[src/design/slp_pkg.sv]
`default_nettype none

package slp_pkg;

  typedef enum logic [2:0] {
    PH_REBOOT  = 3'd0,
    PH_READY   = 3'd1,
    PH_VERSION = 3'd2,
    PH_PARAMS  = 3'd3,
    PH_SCAN    = 3'd4
  } phase_t;

  localparam logic [2:0] REQ_ALIVE   = 3'd0;
  localparam logic [2:0] REQ_VERSION = 3'd1;
  localparam logic [2:0] REQ_DATA    = 3'd2;
  localparam logic [2:0] REQ_OTHER   = 3'd3;
  localparam logic [2:0] REQ_TIMEOUT = 3'd4;
  localparam logic [2:0] REQ_INVALID = 3'd5;

  localparam int unsigned MF_CENTRED   = 0;
  localparam int unsigned MF_MOTOR_ON  = 1;
  localparam int unsigned MF_MOTORING  = 2;
  localparam int unsigned MF_NO_PARAMS = 3;

  localparam int unsigned CFG_ADDR_W = 3;
  localparam logic REG_SEL_RETRY  = 1'b0;
  localparam logic REG_SEL_WINDOW = 1'b1;

  localparam logic [7:0] RETRY_PERIOD_RST = 8'd10;
  localparam logic [3:0] REQ_WINDOW_RST   = 4'd3;

  typedef struct packed {
    logic [2:0] req_type;
    logic       flag_centred;
    logic       flag_motor_on;
    logic       flag_motoring;
    logic       flag_no_params;
    logic       queue_full;
  } in_word_t;

  typedef struct packed {
    logic       send_reboot;
    logic       send_version_request;
    logic       send_params;
    logic       push_data;
    logic       drop_data;
    logic [3:0] data_requests;
    logic       reset_link;
    logic [2:0] phase;
  } out_word_t;

endpackage

`default_nettype wire

[src/design/slp_if.sv]
`default_nettype none

interface slp_in_if;
  import slp_pkg::*;
  logic     valid;
  logic     ready;
  in_word_t data;
  modport source (output valid, output data, input ready);
  modport sink (input valid, input data, output ready);
endinterface

interface slp_out_if;
  import slp_pkg::*;
  logic      valid;
  logic      ready;
  out_word_t data;
  modport source (output valid, output data, input ready);
  modport sink (input valid, input data, output ready);
endinterface

`default_nettype wire

[src/design/sonar_link_protocol_fsm.sv]
// Sonar head link protocol controller.
// in_ch carries one link event word per handshake (type, head status flags,
// buffer-full flag); out_ch carries one action word per event: packets to
// send, keep or drop head data, data requests to issue and the new phase.
// Every accepted event yields exactly one action word, in order.
// The action word is registered and valid the cycle after the event is accepted.
// Throughput: one event per cycle while out_ch is not stalled. The phase,
// credit, retry and flag registers update at the accepting edge, and the
// action word lands in a single output register.
// When out_ch stalls, the output register holds its word and in_ch.ready
// drops until that word is taken; taking it and accepting a new event can
// happen in the same cycle.
// The APB-style port writes version_retry_period at 0x0 and request_window
// at 0x4; write only while no event is in flight.
// Synchronous reset (rst_n low) returns to the reboot phase with zero credit,
// zero retry count, head not alive, cleared motor flags, default
// registers (period 10, window 3) and an empty output register.
`default_nettype none

module sonar_link_protocol_fsm
  import slp_pkg::*;
(
  input  wire logic                  clk,
  input  wire logic                  rst_n,
  slp_in_if.sink                     in_ch,
  slp_out_if.source                  out_ch,
  input  wire logic                  psel,
  input  wire logic                  penable,
  input  wire logic                  pwrite,
  input  wire logic [CFG_ADDR_W-1:0] paddr,
  input  wire logic [31:0]           pwdata,
  output logic      [31:0]           prdata,
  output logic                       pready
);

  logic [7:0] retry_period_r;
  logic [3:0] req_window_r;

  phase_t     phase_r, phase_nxt;
  logic [3:0] credit_r, credit_nxt;
  logic [7:0] retry_r, retry_nxt;
  logic       alive_r, alive_nxt;
  logic [3:0] flags_r, flags_nxt;

  logic       out_valid_r;
  out_word_t  out_r, out_nxt;

  logic       in_acc;
  logic       cfg_wr;
  logic [7:0] period_eff;
  logic [8:0] retry_inc;
  logic [3:0] credit_dec;
  in_word_t   iw;

  assign pready = 1'b1;
  assign cfg_wr = psel & penable & pwrite;

  always_comb begin
    case (paddr[2])
      REG_SEL_RETRY:  prdata = {24'd0, retry_period_r};
      REG_SEL_WINDOW: prdata = {28'd0, req_window_r};
      default:        prdata = 32'd0;
    endcase
  end

  always_ff @(posedge clk) begin
    if (!rst_n) begin
      retry_period_r <= RETRY_PERIOD_RST;
      req_window_r   <= REQ_WINDOW_RST;
    end else if (cfg_wr) begin
      if (paddr[2] == REG_SEL_RETRY) begin
        retry_period_r <= pwdata[7:0];
      end else begin
        req_window_r <= pwdata[3:0];
      end
    end
  end

  assign in_ch.ready  = !out_valid_r || out_ch.ready;
  assign in_acc       = in_ch.valid && in_ch.ready;
  assign iw           = in_ch.data;
  assign out_ch.valid = out_valid_r;
  assign out_ch.data  = out_r;

  assign period_eff = (retry_period_r == 8'd0) ? 8'd1 : retry_period_r;
  assign retry_inc  = {1'b0, retry_r} + 9'd1;

  always_comb begin
    phase_nxt  = phase_r;
    credit_nxt = credit_r;
    retry_nxt  = retry_r;
    alive_nxt  = alive_r;
    flags_nxt  = flags_r;
    credit_dec = credit_r;

    if (iw.req_type == REQ_TIMEOUT) begin
      if (alive_r) begin
        phase_nxt  = PH_REBOOT;
        credit_nxt = 4'd0;
        alive_nxt  = 1'b0;
      end
    end else if (iw.req_type <= REQ_OTHER) begin
      if (iw.req_type == REQ_ALIVE) begin
        alive_nxt = 1'b1;
        flags_nxt = {iw.flag_no_params, iw.flag_motoring, iw.flag_motor_on, iw.flag_centred};
      end
      case (phase_r)
        PH_REBOOT: begin
          flags_nxt[MF_CENTRED] = 1'b0;
          phase_nxt             = PH_READY;
        end
        PH_READY: begin
          if (flags_nxt[MF_CENTRED] && flags_nxt[MF_MOTOR_ON] && !flags_nxt[MF_MOTORING]) begin
            phase_nxt = PH_VERSION;
          end
        end
        PH_VERSION: begin
          if (iw.req_type == REQ_VERSION) begin
            phase_nxt = PH_PARAMS;
          end else begin
            retry_nxt = (retry_inc >= {1'b0, period_eff}) ? 8'd0 : retry_inc[7:0];
          end
        end
        PH_PARAMS: begin
          if (!flags_nxt[MF_NO_PARAMS]) begin
            phase_nxt = PH_SCAN;
          end
        end
        PH_SCAN: begin
          if (iw.req_type == REQ_DATA && credit_r != 4'd0) begin
            credit_dec = credit_r - 4'd1;
          end
          credit_nxt = credit_dec;
          if (req_window_r > credit_dec) begin
            credit_nxt = req_window_r;
          end
        end
        default: begin
        end
      endcase
    end
  end

  always_comb begin
    out_nxt = '0;

    if (iw.req_type == REQ_TIMEOUT) begin
      out_nxt.reset_link = alive_r;
    end else if (iw.req_type <= REQ_OTHER) begin
      case (phase_r)
        PH_REBOOT: begin
          out_nxt.send_reboot = 1'b1;
        end
        PH_VERSION: begin
          if (iw.req_type == REQ_VERSION) begin
            out_nxt.send_params = 1'b1;
          end else begin
            out_nxt.send_version_request = (retry_r == 8'd0);
          end
        end
        PH_SCAN: begin
          if (iw.req_type == REQ_DATA) begin
            out_nxt.drop_data = iw.queue_full;
            out_nxt.push_data = !iw.queue_full;
          end
          if (req_window_r > credit_dec) begin
            out_nxt.data_requests = req_window_r - credit_dec;
          end
        end
        default: begin
        end
      endcase
    end
    out_nxt.phase = phase_nxt;
  end

  always_ff @(posedge clk) begin
    if (!rst_n) begin
      phase_r     <= PH_REBOOT;
      credit_r    <= 4'd0;
      retry_r     <= 8'd0;
      alive_r     <= 1'b0;
      flags_r     <= 4'd0;
      out_valid_r <= 1'b0;
    end else begin
      if (in_acc) begin
        phase_r  <= phase_nxt;
        credit_r <= credit_nxt;
        retry_r  <= retry_nxt;
        alive_r  <= alive_nxt;
        flags_r  <= flags_nxt;
      end
      if (in_ch.ready) begin
        out_valid_r <= in_ch.valid;
      end
    end
  end

  always_ff @(posedge clk) begin
    if (in_acc) begin
      out_r <= out_nxt;
    end
  end

  a_timeout_resets: assert property (@(posedge clk) disable iff (!rst_n)
    in_acc && iw.req_type == REQ_TIMEOUT && alive_r |=>
      out_valid_r && out_r.reset_link && out_r.phase == PH_REBOOT && !alive_r && credit_r == 4'd0)
    else $error("timeout with live head did not reset the sequence");

  a_push_drop_excl: assert property (@(posedge clk) disable iff (!rst_n)
    out_valid_r |-> !(out_r.push_data && out_r.drop_data))
    else $error("head data both pushed and dropped");

  a_reqs_scan_only: assert property (@(posedge clk) disable iff (!rst_n)
    out_valid_r && out_r.data_requests != 4'd0 |-> out_r.phase == PH_SCAN)
    else $error("data requests issued outside scanning");

  a_phase_tracks: assert property (@(posedge clk) disable iff (!rst_n)
    in_acc |=> out_r.phase == phase_r)
    else $error("reported phase differs from phase register");

endmodule

`default_nettype wire
[src/flat_wrapper.sv]
// flat-port wrapper written by rule: the top's interface ports become plain ports
module sonar_link_protocol_fsm_flat import slp_pkg::*;
  (clk, rst_n, psel, penable, pwrite, paddr, pwdata, prdata, pready, in_ch_valid, in_ch_data, in_ch_ready, out_ch_valid, out_ch_data, out_ch_ready);
  slp_in_if in_ch_i ();
  slp_out_if out_ch_i ();
  input  wire logic clk;
  input  wire logic rst_n;
  input  wire logic psel;
  input  wire logic penable;
  input  wire logic pwrite;
  input  wire logic [CFG_ADDR_W-1:0] paddr;
  input  wire logic [31:0] pwdata;
  output logic      [31:0] prdata;
  output logic pready;
  input wire logic [$bits(in_ch_i.valid)-1:0] in_ch_valid;
  input wire logic [$bits(in_ch_i.data)-1:0] in_ch_data;
  output wire logic [$bits(in_ch_i.ready)-1:0] in_ch_ready;
  output wire logic [$bits(out_ch_i.valid)-1:0] out_ch_valid;
  output wire logic [$bits(out_ch_i.data)-1:0] out_ch_data;
  input wire logic [$bits(out_ch_i.ready)-1:0] out_ch_ready;
  assign in_ch_i.valid = in_ch_valid;
  assign in_ch_i.data = in_ch_data;
  assign in_ch_ready = in_ch_i.ready;
  assign out_ch_valid = out_ch_i.valid;
  assign out_ch_data = out_ch_i.data;
  assign out_ch_i.ready = out_ch_ready;
  sonar_link_protocol_fsm u_core (.clk(clk), .rst_n(rst_n), .in_ch(in_ch_i), .out_ch(out_ch_i), .psel(psel), .penable(penable), .pwrite(pwrite), .paddr(paddr), .pwdata(pwdata), .prdata(prdata), .pready(pready));
endmodule
[config.mk]
export PLATFORM = sky130hd
export DESIGN_NAME = sonar_link_protocol_fsm_flat
export DESIGN_NICKNAME = d
export VERILOG_FILES = /design/src/design/slp_pkg.sv /design/src/design/slp_if.sv /design/src/design/sonar_link_protocol_fsm.sv /design/src/flat_wrapper.sv
export SDC_FILE = /design/constraint.sdc
export NUM_CORES = 1
export LEC_CHECK = 0
export BUFFER_PORTS_ARGS = -buffer_cell sky130_fd_sc_hd__buf_2
export CAP_MARGIN = 10
export CORE_MARGIN = 10
export CORE_UTILIZATION = 35
export DETAILED_ROUTE_END_ITERATION = 8
export HOLD_SLACK_MARGIN = 0.15
export PLACE_DENSITY_LB_ADDON = 0.3
export REMOVE_ABC_BUFFERS = 1
export SYNTH_ARGS = -nofsm -noshare
export SYNTH_HDL_FRONTEND = slang
export SYNTH_SLANG_ARGS = --single-unit
[constraint.sdc]
create_clock -name clk -period 3.13 [get_ports clk]
set_clock_uncertainty 0.05 [all_clocks]
set_input_delay 0.626 -clock clk [delete_from_list [all_inputs] [get_ports clk]]
set_output_delay 0.626 -clock clk [all_outputs]
set_load 0.05 [all_outputs]
==> flow_summary.ini, run 1 <==
[outcome]
status = finished, final reports clean

[clock_tree]
cts_root_buffer = clkbuf_8
cts.sinks = 46
cts_tree = done
postCtsHoldBufs = 0
htree_levels = 2
clkTransAtPathRegs_ns = 0.09
clock_path_buffers = 2
cts_buffers = 5
worstSkewPairLatency_ns = 0.30

[worst_setup_path]
crit_required_ns = 3.23
critPathMaxFanout = 4
cp_common_cell = inv_1
worstPathCellList = inv_1 > ha_1 > nand2b_1 > o21ai_2 > nor2_1 > mux2i_1 > inv_1 > fa_1 > nor2b_1 > o21a_1 > o21ai_1 > a41o_1 > nor3_1
path_buf_inv = 2
worstPathArrival_ns = 2.94
worstSetupPathType = register to register
start_kind = register
end_kind = register
path_delay_family = adder cells
cpPeakStageDelay_ns = 0.41
worst_path_max_delay_cell = fa_1

[yosys]
synth_flop_cell = dfxtp_1
synthMuxAreaShare_pct = 5.423
synthAdderAreaFrac_pct = 8.594
synth_top_family_by_area = simple AND/OR/NAND/NOR gates
ys_ff_latch = 46
syn_area_um2 = 2999
synth_cell_types = 64
synth.most_common_cell = nand2_1
synth-compound-area-share_pct = 15.31
synth.top_cell.area_share_pct = 22.03
syn_inst = 338
yosys-top-cells-area = dfxtp_1 22%, edfxtp_1 13%, ha_1 7.9%
synth_edf_count = 13
synth_xor_area_share_pct = 2.336
synth_top_area_cell = dfxtp_1
synth-simple-area-share_pct = 22.07
ys_async_sr_fraction_pct = 0
syn_avg_cell_area_um2 = 8.873
synth-seq-area-share_pct = 35.04
synthTopCellsByCount = 36 x nand2_1, 33 x dfxtp_1, 26 x buf_4, 25 x nor2_1, 23 x inv_1
ys_warn_count = 0

[timing]
worst_slack_ns = 0.2843
relSlewSlack_pct = 58.21
fin_crit_ns = 2.846
slew_viol_final = 0
rsz0062_at_grt = no
final-setup-viol-count = 0
clock.fmax_mhz = 351.4
setup_tns_ns = 0
worst_pin_slew_ns = 0.6269
hold-worst-slack_ns = 0.4069
timing.final.hold_violations = 0
fin_crit_sh_pct = 90.92

[cells_and_area]
area_growth_pct = 13.93
antennaDiodeCount = 0
postLayoutCellArea_um2 = 3417
final_cells = 498
nets = 462
final_layout_size_suffix_gt1_share_pct = 22.39
utilization_pct = 41.38

[drt]
via_per_inst = 4.861
dr.pass1.iters = 5
drt-initial-drc-count = 82
routed_wirelength_um = 6913
drc_errors = 0
wl_per_cell_um = 13.88
dr_total_vias = 2421
drtAntennaViolNets = 0

[floorplan]
fp-row-count = 33
die_w_um = 112.6
die_height_um = 112.6
ios = 98
dieArea_um2 = 12670
start_util_pct = 36.32
coreArea_um2 = 8258

[pwr]
design_power_total_mw = 1.316
p_seq_share_pct = 48.1
power.density_nw_per_um2 = 385.1
power_frac_clock_pct = 33.8
p_int_mw = 0.9188
combinationalPowerShare_pct = 18.1
max-vdd-ir-drop_uv = 159.9
switchingPower_mw = 0.3969
p_leak_nw = 1.532
swShare_pct = 30.17

[placed_design]
portBuffers = 46
place_congestion = 0.8133
pre_cts_slack_ns = 0.09185
placed_cell_area_um2 = 3302
hpwl_um = 5541
dp.cells = 490

[global_routing]
antenna_found_initial = 0
gr-total-overflow = 0
grt.total_usage_pct = 10.72
grt_first_pass_wirelength_um = 11540
grt_max_degree = 18
grt_pass1_vias = 2420

[run]
max_cap_viol_count = 0

[worst_hold_path]
hold_class = register to register
layout by cell type (no fill, tap or decap), types with 3 or more instances in the layout:
cell      count
nand4_1       3
buf_4        12
nor2b_1       5
xnor2_1       5
mux2i_1      14
nand2b_1      7
a211oi_1      3
nand2_1      36
nand4b_1      3
clkbuf_8      5
nor3_1        4
conb_1       25
edfxtp_1     13
o22ai_1       3
nand3_1       7
a21oi_1      17
buf_2        46
a21o_1        6
and3_1        3
or2_2         3
o21ai_0      10
inv_1        23
a22o_1        4
nor4_1        3
ha_1         19
dfxtp_1      33
o211ai_1      3
xor2_1        3
nor2_1       24
worst paths after layout:
kind                             from                  endpoint  slack [ns]  cells after the start
min          u_core.retry_period_r[2]  u_core.retry_period_r[2]        0.41                      2
max                u_core.credit_r[0]     u_core.out_ch.data[6]        0.28                     13
min reg2reg  u_core.retry_period_r[2]  u_core.retry_period_r[2]        0.41                      2
max reg2reg        u_core.credit_r[0]     u_core.out_ch.data[6]        0.28                     13
per-layer routing:
| layer | track usage [%] | part of all wire (%) |
|---|---|---|
| met5 | 0 | 0 |
| met4 | 4.061 | 1.3 |
| met3 | 3.035 | 4.9 |
| met2 | 17.01 | 46 |
| met1 | 13.43 | 48 |
logic make-up (layout without fill, tap and decap cells):
logic type               count (synthesis)  after routing
AND/OR/NAND/NOR                        120            120
AO/OA/AOI/OAI                           67             67
buffers and inverters                   59             91
flip-flops                              46             46
adder cells (fa/ha/maj)                 20             20
multiplexers                            16             16
XOR/XNOR                                 8              8
other                                    2             25
power by group through the flow:
stage / clock network, mW / logic [mW] / registers (mW)
detailed placement: 0 / 0.238 / 0.647
floorplan: 0 / 0.138 / 0.681
CTS: 0.455 / 0.238 / 0.633
global route: 0.478 / 0.256 / 0.634
global placement: 0 / 0.236 / 0.646
finish: 0.445 / 0.238 / 0.632
final cells by class:
class,count,area (um^2)
timing repair buffer,58,320.3
inverter,25,93.84
tap,105,131.4
clock buffer,7,76.32
fill,851,4841
clock inverter,1,30.03
sequential,46,1051
multi-input combinational,256,1714
flip-flops by register name, summed over array words and instances (netlist names), 3 cells and up:
signal and flops:
u_core.retry_period_r 8, u_core.out_ch.data 13, u_core.phase_r 3, u_core.retry_r 8, u_core.flags_r 4, u_core.req_window_r 4
u_core.credit_r 4
worst min-delay path, stage by stage, from the launching register on:
cell     delay, ns
dfxtp_1       0.31
nand2_1       0.05
a21oi_1       0.05
what timing repair did:
item,CTS,global route
gates resized for setup,0,2
setup buffers,0,0
endpoints found under the setup margin,0,4
(Power assumes the default switching activity.)
==> run 2: changes to the inputs <==
- REMOVE_ABC_BUFFERS: 1 -> unset
==> run 2 against run 1 <==
Register-to-register slack barely moved. Die area unchanged. Setup slack improved by 0.0099 ns. Total power decreased by 2.3%. Combinational power is essentially flat. Fmax is 0.35% higher. Global-route usage shrank 0.15 points. Routed wire length is 0.39% lower. Critical endpoint unchanged. Largest cell class unchanged.
==> flow_summary.ini, run 2 (synthesis results as in run 1) <==
[clock_tree]
clock_path_buffers = 2
cts_root_buffer = clkbuf_8
postCtsHoldBufs = 0
worstSkewPairLatency_ns = 0.30
htree_levels = 2
cts_setup_buffers = 0
clkTransAtPathRegs_ns = 0.09
cts_resized = 0
cts_buffers = 5
cts_tree = done
cts.sinks = 46

[worst_setup_path]
start_kind = register
critPathMaxFanout = 4
rrSetupSlack_ns = 0.29
worstPathArrival_ns = 2.93
end_kind = register
r2r-start = u_core.credit_r[0]
rr_worst_depth = 13
timing.rr.end = u_core.out_ch.data[6]
worstSetupPathType = register to register
crit_required_ns = 3.22

[timing]
worst_pin_slew_ns = 0.6643
fin_crit_sh_pct = 90.60
clock.fmax_mhz = 352.6
rsz0062_at_grt = no
setup_tns_ns = 0
worst_slack_ns = 0.2942
final-setup-viol-count = 0
fin_crit_ns = 2.836
slew_viol_final = 0
relSlewSlack_pct = 55.55
hold-worst-slack_ns = 0.4088
timing.final.hold_violations = 0

[worst_hold_path]
hold_path_depth = 2
worst_hold_path.endpoint = u_core.retry_period_r[2]
holdCritStartpoint = u_core.retry_period_r[2]
hold_class = register to register

[drt]
drtAntennaViolNets = 0
via_per_inst = 4.931
drc_errors = 0
dr_total_vias = 2446
dr.pass1.iters = 4
routed_wirelength_um = 6886
drt-initial-drc-count = 103
wl_per_cell_um = 13.88

[cells_and_area]
antennaDiodeCount = 0
utilization_pct = 41.12
area_growth_pct = 13.22
nets = 460
final_common_cell = buf_2
largest_reg_flops = 13
mostFrequentLayoutCells = 46 x buf_2, 36 x nand2_1, 33 x dfxtp_1
final_layout_size_suffix_gt1_share_pct = 22.51

[floorplan]
fp-row-count = 33
start_util_pct = 36.32
die_height_um = 112.6
ios = 98
die_w_um = 112.6
dieArea_um2 = 12670
coreArea_um2 = 8258

[placed_design]
place_congestion = 0.8434
pre_cts_slack_ns = 0.01934
hpwl_um = 5497
portBuffers = 46

[global_routing]
grt_util_met3_pct = 2.396
busiest_layer = met2
grt_pass1_vias = 2443
use_met2_pct = 16.90
gr-usage-met1_pct = 13.79
gr-total-overflow = 0
grt_first_pass_wirelength_um = 11520
grt.total_usage_pct = 10.58
antenna_found_initial = 0
grt_max_degree = 18

[outcome]
status = finished, final reports clean

[pwr]
p_seq_share_pct = 49.2
design_power_total_mw = 1.285
power.density_nw_per_um2 = 378.4
swShare_pct = 31.29
combinationalPowerShare_pct = 18.6
power_frac_clock_pct = 32.2
switchingPower_mw = 0.4021
max-vdd-ir-drop_uv = 182.3
p_leak_nw = 1.519
p_int_mw = 0.8830

[run]
max_cap_viol_count = 0
-- run 2: worst max-delay path by stage --
stage,startpoint,end,cells past startpoint
2_1_floorplan,in_ch_data[7],u_core.out_ch.data[6],11
3_3_place_gp,in_ch_data[7],u_core.out_ch.data[6],12
6_report,u_core.credit_r[0],u_core.out_ch.data[6],13
5_1_grt,u_core.credit_r[0],u_core.out_ch.data[6],13
4_1_cts,u_core.retry_r[2],u_core.retry_r[7],10
3_5_place_dp,in_ch_data[7],u_core.out_ch.data[6],12
-- run 2: routing by layer --
layer | wire length [um] | vias to the layer above
li1 | - | 1245
met1 | 3437 | 1130
met2 | 3088 | 67
met3 | 290 | 4
met4 | 70 | 0
met5 | 0 | -
-- run 2: through the flow --
step	std cells	cell area, um^2
after floorplan	361	3085
after global placement	488	3287
after detailed placement	488	3287
after CTS	496	3391
after global routing	496	3396
final	496	3396
-- run 2: area by class of cell --
| class | count | area [um^2] |
|---|---|---|
| repair buffers | 56 | 305.3 |
| well taps | 105 | 131.4 |
| clock inverters | 2 | 10.01 |
| inverters | 25 | 93.84 |
| fillers | 861 | 4862 |
| flip-flops and latches | 46 | 1051 |
| clock buffers | 6 | 93.84 |
| multi-input cells | 256 | 1710 |
-- run 2: power groups by stage --
stage	registers, mW	logic (mW)	clock network (mW)
floorplan	0.679	0.172	0
global placement	0.646	0.237	0
detailed placement	0.647	0.239	0
CTS	0.633	0.239	0.426
global route	0.634	0.256	0.449
finish	0.633	0.239	0.413
-- run 2: worst max-delay path, stage by stage, from the launching register on --
cell and delay [ns]:
dfxtp_1 0.40, inv_1 0.11, ha_1 0.23, nand2b_1 0.12
o21ai_2 0.08, nor2_2 0.17, mux2i_1 0.24, inv_1 0.08
fa_1 0.42, nor2b_1 0.16, o21a_1 0.12, o21ai_1 0.07
a41o_1 0.26, nor3_1 0.17
